**src/design/atcc_pkg.sv**
```systemverilog
// Package: shared types, widths and codes for the tilt command classifier
`timescale 1ns / 1ps
package atcc_pkg;

    localparam int SAMPLE_BITS = 16;
    localparam int K_W         = 16;
    localparam int SQ_W        = 2 * SAMPLE_BITS;
    localparam int SUM_W       = SQ_W + 1;
    localparam int PROD_W      = SUM_W + K_W;
    localparam int LHS_W       = SQ_W + K_W;

    localparam int QUEUE_DEPTH = 4;
    localparam int Q_IDX_W     = $clog2(QUEUE_DEPTH);
    localparam int Q_CNT_W     = Q_IDX_W + 1;

    localparam int ADDR_W      = 4;
    localparam int DATA_W      = 32;

    localparam logic [K_W-1:0] TILT_TAN_SQ_RST = K_W'(8682);
    localparam logic [2:0]     AXIS_NEGATE_RST = 3'd7;
    localparam logic [5:0]     AXIS_SELECT_RST = 6'd36;

    typedef enum logic [2:0] {
        CMD_STOP    = 3'd0,
        CMD_RIGHT   = 3'd1,
        CMD_LEFT    = 3'd2,
        CMD_BACK    = 3'd3,
        CMD_FORWARD = 3'd4,
        CMD_NONE    = 3'd7
    } t_cmd;

    typedef enum logic [1:0] {
        REG_TILT_TAN_SQ = 2'd0,
        REG_AXIS_NEGATE = 2'd1,
        REG_AXIS_SELECT = 2'd2
    } t_reg_idx;

    typedef enum logic [1:0] {
        SEL_X    = 2'd0,
        SEL_Y    = 2'd1,
        SEL_Z    = 2'd2,
        SEL_ZERO = 2'd3
    } t_axis_sel;

    typedef struct packed {
        logic [K_W-1:0] tilt_tan_sq;
        logic [2:0]     axis_negate;
        logic [5:0]     axis_select;
    } t_cfg;

    typedef struct packed {
        logic full;
        logic empty;
    } t_q_status;

endpackage

```
**src/design/atcc_front.sv**
```systemverilog
// Front pipeline: axis remap, squares, threshold product and tilt classification
`timescale 1ns / 1ps
module atcc_front (
    input  logic                                   i_clk,
    input  logic                                   i_rst_n,
    input  logic                                   i_valid,
    output logic                                   o_ready,
    input  logic signed [atcc_pkg::SAMPLE_BITS-1:0] i_accel_x,
    input  logic signed [atcc_pkg::SAMPLE_BITS-1:0] i_accel_y,
    input  logic signed [atcc_pkg::SAMPLE_BITS-1:0] i_accel_z,
    input  atcc_pkg::t_cfg                         i_cfg,
    input  atcc_pkg::t_q_status                    i_q_status,
    output logic                                   o_push,
    output atcc_pkg::t_cmd                         o_cmd
);
    import atcc_pkg::*;

    logic                   en;
    logic [SAMPLE_BITS-1:0] sel_v [3];
    logic [SAMPLE_BITS-1:0] n_mag [3];
    logic [2:0]             n_pos;
    logic [2:0]             n_nz;

    logic                   r_v1, r_v2, r_v3, r_v4;
    logic [SAMPLE_BITS-1:0] r_mag [3];
    logic [2:0]             r_pos1, r_nz1;
    logic [SQ_W-1:0]        r_sq [3];
    logic [2:0]             r_pos2, r_nz2;
    logic [SQ_W-1:0]        r_dom;
    logic [SUM_W-1:0]       r_sum;
    logic                   r_pitch3, r_pos3, r_nz3;
    logic [PROD_W-1:0]      r_prod;
    logic [LHS_W-1:0]       r_lhs;
    logic                   r_pitch4, r_pos4, r_nz4;

    logic                   n_pitch;
    logic                   over;

    assign o_push  = r_v4 && !i_q_status.full;
    assign en      = o_push || !r_v4;
    assign o_ready = en;

    always_comb begin
        for (int i = 0; i < 3; i++) begin
            case (t_axis_sel'(i_cfg.axis_select[2*i +: 2]))
                SEL_X:   sel_v[i] = i_accel_x;
                SEL_Y:   sel_v[i] = i_accel_y;
                SEL_Z:   sel_v[i] = i_accel_z;
                default: sel_v[i] = '0;
            endcase
            n_nz[i]  = |sel_v[i];
            n_pos[i] = n_nz[i] && !(sel_v[i][SAMPLE_BITS-1] ^ i_cfg.axis_negate[i]);
            n_mag[i] = sel_v[i][SAMPLE_BITS-1] ? (~sel_v[i] + 1'b1) : sel_v[i];
        end
    end

    assign n_pitch = r_sq[0] >= r_sq[1];

    always_ff @(posedge i_clk) begin
        if (!i_rst_n) begin
            r_v1 <= 1'b0;
            r_v2 <= 1'b0;
            r_v3 <= 1'b0;
            r_v4 <= 1'b0;
        end else if (en) begin
            r_v1 <= i_valid;
            r_v2 <= r_v1;
            r_v3 <= r_v2;
            r_v4 <= r_v3;
        end
    end

    always_ff @(posedge i_clk) begin
        if (en) begin
            r_mag  <= n_mag;
            r_pos1 <= n_pos;
            r_nz1  <= n_nz;

            for (int i = 0; i < 3; i++) begin
                r_sq[i] <= SQ_W'(r_mag[i]) * SQ_W'(r_mag[i]);
            end
            r_pos2 <= r_pos1;
            r_nz2  <= r_nz1;

            r_pitch3 <= n_pitch;
            r_dom    <= n_pitch ? r_sq[0] : r_sq[1];
            r_sum    <= n_pitch ? (SUM_W'(r_sq[1]) + SUM_W'(r_sq[2]))
                                : (SUM_W'(r_sq[0]) + SUM_W'(r_sq[2]));
            r_pos3   <= n_pitch ? r_pos2[0] : r_pos2[1];
            r_nz3    <= n_pitch ? r_nz2[0] : r_nz2[1];

            r_prod   <= PROD_W'(i_cfg.tilt_tan_sq) * PROD_W'(r_sum);
            r_lhs    <= {r_dom, {K_W{1'b0}}};
            r_pitch4 <= r_pitch3;
            r_pos4   <= r_pos3;
            r_nz4    <= r_nz3;
        end
    end

    assign over = PROD_W'(r_lhs) > r_prod;

    always_comb begin
        o_cmd = CMD_STOP;
        if (r_nz4 && over) begin
            if (r_pitch4) begin
                o_cmd = r_pos4 ? CMD_RIGHT : CMD_LEFT;
            end else begin
                o_cmd = r_pos4 ? CMD_BACK : CMD_FORWARD;
            end
        end
    end

endmodule

```
**src/design/atcc_queue.sv**
```systemverilog
// Command queue between the classifying front and the emitting back
`timescale 1ns / 1ps
module atcc_queue (
    input  logic                i_clk,
    input  logic                i_rst_n,
    input  logic                i_push,
    input  atcc_pkg::t_cmd      i_data,
    input  logic                i_pop,
    output atcc_pkg::t_cmd      o_data,
    output atcc_pkg::t_q_status o_status
);
    import atcc_pkg::*;

    t_cmd               r_mem [QUEUE_DEPTH];
    logic [Q_IDX_W-1:0] r_wr, r_rd;
    logic [Q_CNT_W-1:0] r_cnt;

    assign o_status.full  = r_cnt == Q_CNT_W'(QUEUE_DEPTH);
    assign o_status.empty = r_cnt == '0;
    assign o_data         = r_mem[r_rd];

    always_ff @(posedge i_clk) begin
        if (i_push) begin
            r_mem[r_wr] <= i_data;
        end
    end

    always_ff @(posedge i_clk) begin
        if (!i_rst_n) begin
            r_wr  <= '0;
            r_rd  <= '0;
            r_cnt <= '0;
        end else begin
            if (i_push) begin
                r_wr <= r_wr + 1'b1;
            end
            if (i_pop) begin
                r_rd <= r_rd + 1'b1;
            end
            case ({i_push, i_pop})
                2'b10:   r_cnt <= r_cnt + 1'b1;
                2'b01:   r_cnt <= r_cnt - 1'b1;
                default: r_cnt <= r_cnt;
            endcase
        end
    end

endmodule

```
**src/design/atcc_back.sv**
```systemverilog
// Back end: drop repeated commands and hold the result register
`timescale 1ns / 1ps
module atcc_back (
    input  logic                i_clk,
    input  logic                i_rst_n,
    input  atcc_pkg::t_cmd      i_cmd,
    input  atcc_pkg::t_q_status i_q_status,
    output logic                o_pop,
    output logic                o_valid,
    input  logic                i_ready,
    output logic [2:0]          o_tilt_command
);
    import atcc_pkg::*;

    t_cmd r_prev;
    logic r_ov;
    t_cmd r_out;
    logic change;

    assign o_pop          = !i_q_status.empty && (!r_ov || i_ready);
    assign change         = i_cmd != r_prev;
    assign o_valid        = r_ov;
    assign o_tilt_command = r_out;

    always_ff @(posedge i_clk) begin
        if (!i_rst_n) begin
            r_prev <= CMD_NONE;
            r_ov   <= 1'b0;
        end else begin
            if (r_ov && i_ready) begin
                r_ov <= 1'b0;
            end
            if (o_pop && change) begin
                r_prev <= i_cmd;
                r_ov   <= 1'b1;
            end
        end
    end

    always_ff @(posedge i_clk) begin
        if (o_pop && change) begin
            r_out <= i_cmd;
        end
    end

endmodule

```
**src/design/accel_tilt_command_classifier.sv**
```systemverilog
// Top level: configuration registers and the front, queue and back of the classifier
//
// Input channel i_valid/o_ready carries one signed three-axis sample per
// transaction (i_accel_x, i_accel_y, i_accel_z). Output channel
// o_valid/i_ready carries a tilt command (0 stop, 1 right, 2 left,
// 3 back, 4 forward), emitted only when it differs from the last one.
// The APB port holds tilt_tan_sq at 0x0, axis_negate at 0x4 and
// axis_select at 0x8; pready is always high.
// Throughput: one sample per cycle unless the queue is full, set by the front pipeline
// (remap, square, select and sum, threshold multiply, compare).
// Each result passes the front pipeline, queue and back register before o_valid.
// A 4-entry queue sits between the front and the back; when the receiver
// stalls the queue fills, then the front stops and o_ready falls.
// Reset restores the register defaults (identity select, all axes
// negated, 20 degree threshold) and clears the last command, so the first
// sample after reset always emits.
`timescale 1ns / 1ps
module accel_tilt_command_classifier (
    input  logic                                   i_clk,
    input  logic                                   i_rst_n,
    input  logic                                   i_valid,
    output logic                                   o_ready,
    input  logic signed [atcc_pkg::SAMPLE_BITS-1:0] i_accel_x,
    input  logic signed [atcc_pkg::SAMPLE_BITS-1:0] i_accel_y,
    input  logic signed [atcc_pkg::SAMPLE_BITS-1:0] i_accel_z,
    output logic                                   o_valid,
    input  logic                                   i_ready,
    output logic [2:0]                             o_tilt_command,
    input  logic                                   psel,
    input  logic                                   penable,
    input  logic                                   pwrite,
    input  logic [atcc_pkg::ADDR_W-1:0]            paddr,
    input  logic [atcc_pkg::DATA_W-1:0]            pwdata,
    output logic [atcc_pkg::DATA_W-1:0]            prdata,
    output logic                                   pready
);
    import atcc_pkg::*;

    t_cfg      r_cfg;
    t_reg_idx  reg_idx;
    logic      wr_en;
    logic      push, pop;
    t_cmd      front_cmd, q_cmd;
    t_q_status q_status;

    assign pready  = 1'b1;
    assign reg_idx = t_reg_idx'(paddr[3:2]);
    assign wr_en   = psel && penable && pwrite && pready;

    always_ff @(posedge i_clk) begin
        if (!i_rst_n) begin
            r_cfg.tilt_tan_sq <= TILT_TAN_SQ_RST;
            r_cfg.axis_negate <= AXIS_NEGATE_RST;
            r_cfg.axis_select <= AXIS_SELECT_RST;
        end else if (wr_en) begin
            case (reg_idx)
                REG_TILT_TAN_SQ: r_cfg.tilt_tan_sq <= pwdata[K_W-1:0];
                REG_AXIS_NEGATE: r_cfg.axis_negate <= pwdata[2:0];
                REG_AXIS_SELECT: r_cfg.axis_select <= pwdata[5:0];
                default:         r_cfg <= r_cfg;
            endcase
        end
    end

    always_comb begin
        case (reg_idx)
            REG_TILT_TAN_SQ: prdata = DATA_W'(r_cfg.tilt_tan_sq);
            REG_AXIS_NEGATE: prdata = DATA_W'(r_cfg.axis_negate);
            REG_AXIS_SELECT: prdata = DATA_W'(r_cfg.axis_select);
            default:         prdata = '0;
        endcase
    end

    atcc_front u_front (
        .i_clk      (i_clk),
        .i_rst_n    (i_rst_n),
        .i_valid    (i_valid),
        .o_ready    (o_ready),
        .i_accel_x  (i_accel_x),
        .i_accel_y  (i_accel_y),
        .i_accel_z  (i_accel_z),
        .i_cfg      (r_cfg),
        .i_q_status (q_status),
        .o_push     (push),
        .o_cmd      (front_cmd)
    );

    atcc_queue u_queue (
        .i_clk    (i_clk),
        .i_rst_n  (i_rst_n),
        .i_push   (push),
        .i_data   (front_cmd),
        .i_pop    (pop),
        .o_data   (q_cmd),
        .o_status (q_status)
    );

    atcc_back u_back (
        .i_clk          (i_clk),
        .i_rst_n        (i_rst_n),
        .i_cmd          (q_cmd),
        .i_q_status     (q_status),
        .o_pop          (pop),
        .o_valid        (o_valid),
        .i_ready        (i_ready),
        .o_tilt_command (o_tilt_command)
    );

endmodule

```
**config.mk**
```make
export PLATFORM = sky130hd
export DESIGN_NAME = accel_tilt_command_classifier
export DESIGN_NICKNAME = d
export VERILOG_FILES = /design/src/design/atcc_pkg.sv /design/src/design/atcc_front.sv /design/src/design/atcc_queue.sv /design/src/design/atcc_back.sv /design/src/design/accel_tilt_command_classifier.sv
export SDC_FILE = /design/constraint.sdc
export NUM_CORES = 2
export LEC_CHECK = 0
export BUFFER_PORTS_ARGS = -buffer_cell sky130_fd_sc_hd__buf_4
export CORE_MARGIN = 2
export CORE_UTILIZATION = 65
export DETAILED_ROUTE_END_ITERATION = 12
export PLACE_DENSITY = 0.78
export SYNTH_ARGS = -nofsm -noshare
export SYNTH_HDL_FRONTEND = slang
export SYNTH_HIERARCHICAL = 1
export SYNTH_SLANG_ARGS = --single-unit
```
**constraint.sdc**
```tcl
create_clock -name i_clk -period 13.28 [get_ports i_clk]
set_input_delay 1.328 -clock i_clk [delete_from_list [all_inputs] [get_ports i_clk]]
set_output_delay 1.328 -clock i_clk [all_outputs]
set_load 0.005 [all_outputs]
```
==> out/results.tsv <==
metric	value	unit
status	completed	
gp_congestion	0.946	
drv_slew	0	
first_pass_iters	6	
critPathLaunchType	flop	
area_growth_syn_to_layout	5.31	%
path_class	reg -> reg	
dieArea	88600	um^2
cap_violations	0	
final_common_cell	inv_1	
drive_gt1_share	5.07	%
fillers	6487	
seqCellArea	10300	um^2
crit_family	adder cells	
yosysSeqAreaShare	18.3	%
fin_crit_sh	54.7	%
cp-end-kind	flop	
clock_latency	0.59	ns
final_hold_viol_count	0	
yosysUniqueCellTypes	92	
maxSlewHeadroom	19.2	%
cts_buffer_depth	3	
setup-violations-final	0	
yosys.area.top_type_share	33.2	%
initial_core_util	65.7	%
tightest_slew	1.21	ns
cts_tree	yes	
grt_pass1_wl	219000	um
portBuffers	93	
dpl.hpwl	105000	um
clock_skew	0.0298	ns
cts_setup_buffers	0	
via_per_inst	5.66	
numCtsBuffers	42	
synth_edf_count	314	
root_buffer	clkbuf_16	
slowest_delay	1.00	ns
cp_max_fo	16	
rsz0062_at_grt	no	
crit_path_frequent_cell	fa_1	
core_area	85300	um^2
synthCells	5818	
core.rowCount	107	
ys_warn_count	6	
cp_slowest_cell	edfxtp_1	
yosysTopAreaCell	fa_1	
drt_iter0_markers	2354	
dp_slack	6.20	ns
clock.fmax	0.138	GHz
r2r_setup_slack	6.02	ns
worstSetupEndpoint	u_front/r_prod[47]	
clkTransAtPathRegs	0.06	ns
cp_num_cells	20	
setup_tns	0	ns
critPathBufInv	3	
io_pins	129	
wl	132000	um
crit_chain	nand2_1 > fa_1 > fa_1 > fa_1 > inv_1 > fa_1 > fa_1 > inv_1 > fa_1 > inv_1 > ha_1 > a21oi_1 > o21ai_0 > a21oi_1 > o21ai_1 > nor3_2 > a31oi_1 > a41oi_1 > o221ai_1 > xor2_1	
rr_endpoint	u_front/r_prod[47]	
synth_top_flop_cell	edfxtp_1	
grt_overflow	0	
worstReg2RegStart	u_front/r_sum[21]	
cts_resized	0	
vias	39500	
setup_ws	6.02	ns
nets	7347	
die_y	298	um
min_period	7.26	ns
antenna_found_initial	1	
cts_hold_buf	0	
crit_required	13.60	ns
antenna_left	0	
grt_pass1_vias	42500	
worstPathArrival	7.59	ns
async_flop_share	0	%
critPathLaunch	u_front/r_sum[21]	
avgSynthCellArea	9.63	um^2
gr-usage-all-layers	31.1	%
ctsHtreeMaxLevel	2	
synth_area	56000	um^2
multi_input_area	40000	um^2
drt_drc_violations_left	0	
wire_per_inst	18.9	um
yosys-top-cells-area	fa_1 33%, edfxtp_1 17%, ha_1 12%	
mostFrequentLayoutCells	1321 x inv_1, 929 x fa_1, 645 x nand2_1, 523 x ha_1, 376 x and2_1	
reg2reg_depth	20	
grt_max_degree	204	
die_x	298	um
cts.sinks	356	
hold_class	reg -> reg	
ys_ff_latch	356	
[metrics by stage]
step                      hold WS, ns  utilization, %  cells  area [um^2]
after global placement          0.402            67.5   6904        57600
after CTS                       0.400            69.2   6978        59000
after floorplan                 0.400               -   5833        56100
after detailed placement        0.405            67.5   6904        57600
after global routing            0.409            69.2   6978        59000
final                           0.403            69.2   6979        59000
[worst min-delay path by stage]
stage / from / end / slack [ns] / depth (start not counted)
5_1_grt: u_front/r_dom[17] / u_front/r_lhs[33] / 0.41 / 0
2_1_floorplan: u_front/r_dom[0] / u_front/r_lhs[16] / 0.40 / 0
3_5_place_dp: u_front/r_dom[9] / u_front/r_lhs[25] / 0.40 / 0
6_report: u_front/r_dom[18] / u_front/r_lhs[34] / 0.40 / 0
3_3_place_gp: u_front/r_dom[11] / u_front/r_lhs[27] / 0.40 / 0
4_1_cts: u_front/r_dom[28] / u_front/r_lhs[44] / 0.40 / 0
[worst register-to-register path: cells and delay by family, from the launching register on]
family / cells / cell delay, ns
XOR/XNOR: 1 / 0.19
AO/OA/AOI/OAI: 7 / 1.66
AND/OR/NAND/NOR: 2 / 0.51
flip-flops: 1 / 1.00
buffers and inverters: 3 / 0.18
adder cells (fa/ha/maj): 7 / 3.48
[flip-flops by register name (all words and copies together) (netlist names), 12 cells and up, named ones only]
register	cells
u_front/r_prod	49
u_front/r_dom	31
u_front/r_lhs	31
u_front/r_sum	33
u_front/r_sq	93
u_front/r_mag	48
u_queue/r_mem	12
r_cfg	25
[routing by layer]
layer  share of wire (%)  GRT usage, %  wire length [um]
met1                  41          40.1             53500
met2                  49          53.2             64900
met3                 6.4          4.67              8450
met4                 4.0          11.7              5260
met5              0.0083             0                11
[synth_stat cells, types with 8 or more instances]
cell type / instances
mux2_1: 21
a21o_1: 110
nand3_1: 50
buf_4: 20
buf_6: 8
o21a_1: 19
or2_2: 12
o21bai_1: 28
ha_1: 523
nand2b_1: 31
and3_1: 29
xor2_1: 77
a211oi_1: 17
nor4_1: 8
or3_1: 14
and2_1: 376
a21oi_1: 205
a31oi_1: 21
nand2_1: 646
clkbuf_1: 156
o211ai_1: 16
o21ai_0: 116
nor3_1: 34
buf_2: 16
dfxtp_1: 42
xnor2_1: 136
inv_1: 1321
nor2_1: 196
nor2b_1: 40
edfxtp_1: 314
o21ai_1: 13
mux2_2: 55
fa_1: 929
nand4_1: 22
mux2i_1: 75
[area by class of cell]
type / instances / area share, %
Inverter: 1321 / 8.40
Tap cell: 1144 / 2.43
Antenna cell: 1 / 0.00424
Multi-Input combinational cell: 3955 / 67.7
Timing Repair Buffer: 128 / 1.65
Clock buffer: 46 / 1.82
Sequential cell: 356 / 17.4
Clock inverter: 28 / 0.545
[logic make-up (layout without fill, tap and decap cells)]
family | Yosys count | after routing | share of synthesized area, %
AO/OA/AOI/OAI | 625 | 625 | 7.08
AND/OR/NAND/NOR | 1492 | 1492 | 12.9
buffers and inverters | 1522 | 1523 | 10.5
flip-flops | 356 | 356 | 18.3
multiplexers | 156 | 156 | 3.04
XOR/XNOR | 213 | 213 | 3.33
other | 2 | 18 | 0.0134
adder cells (fa/ha/maj) | 1452 | 1452 | 44.9
Power is not shown: default switching activity piles up to over one toggle a cycle in this logic, so the estimate is an artifact.
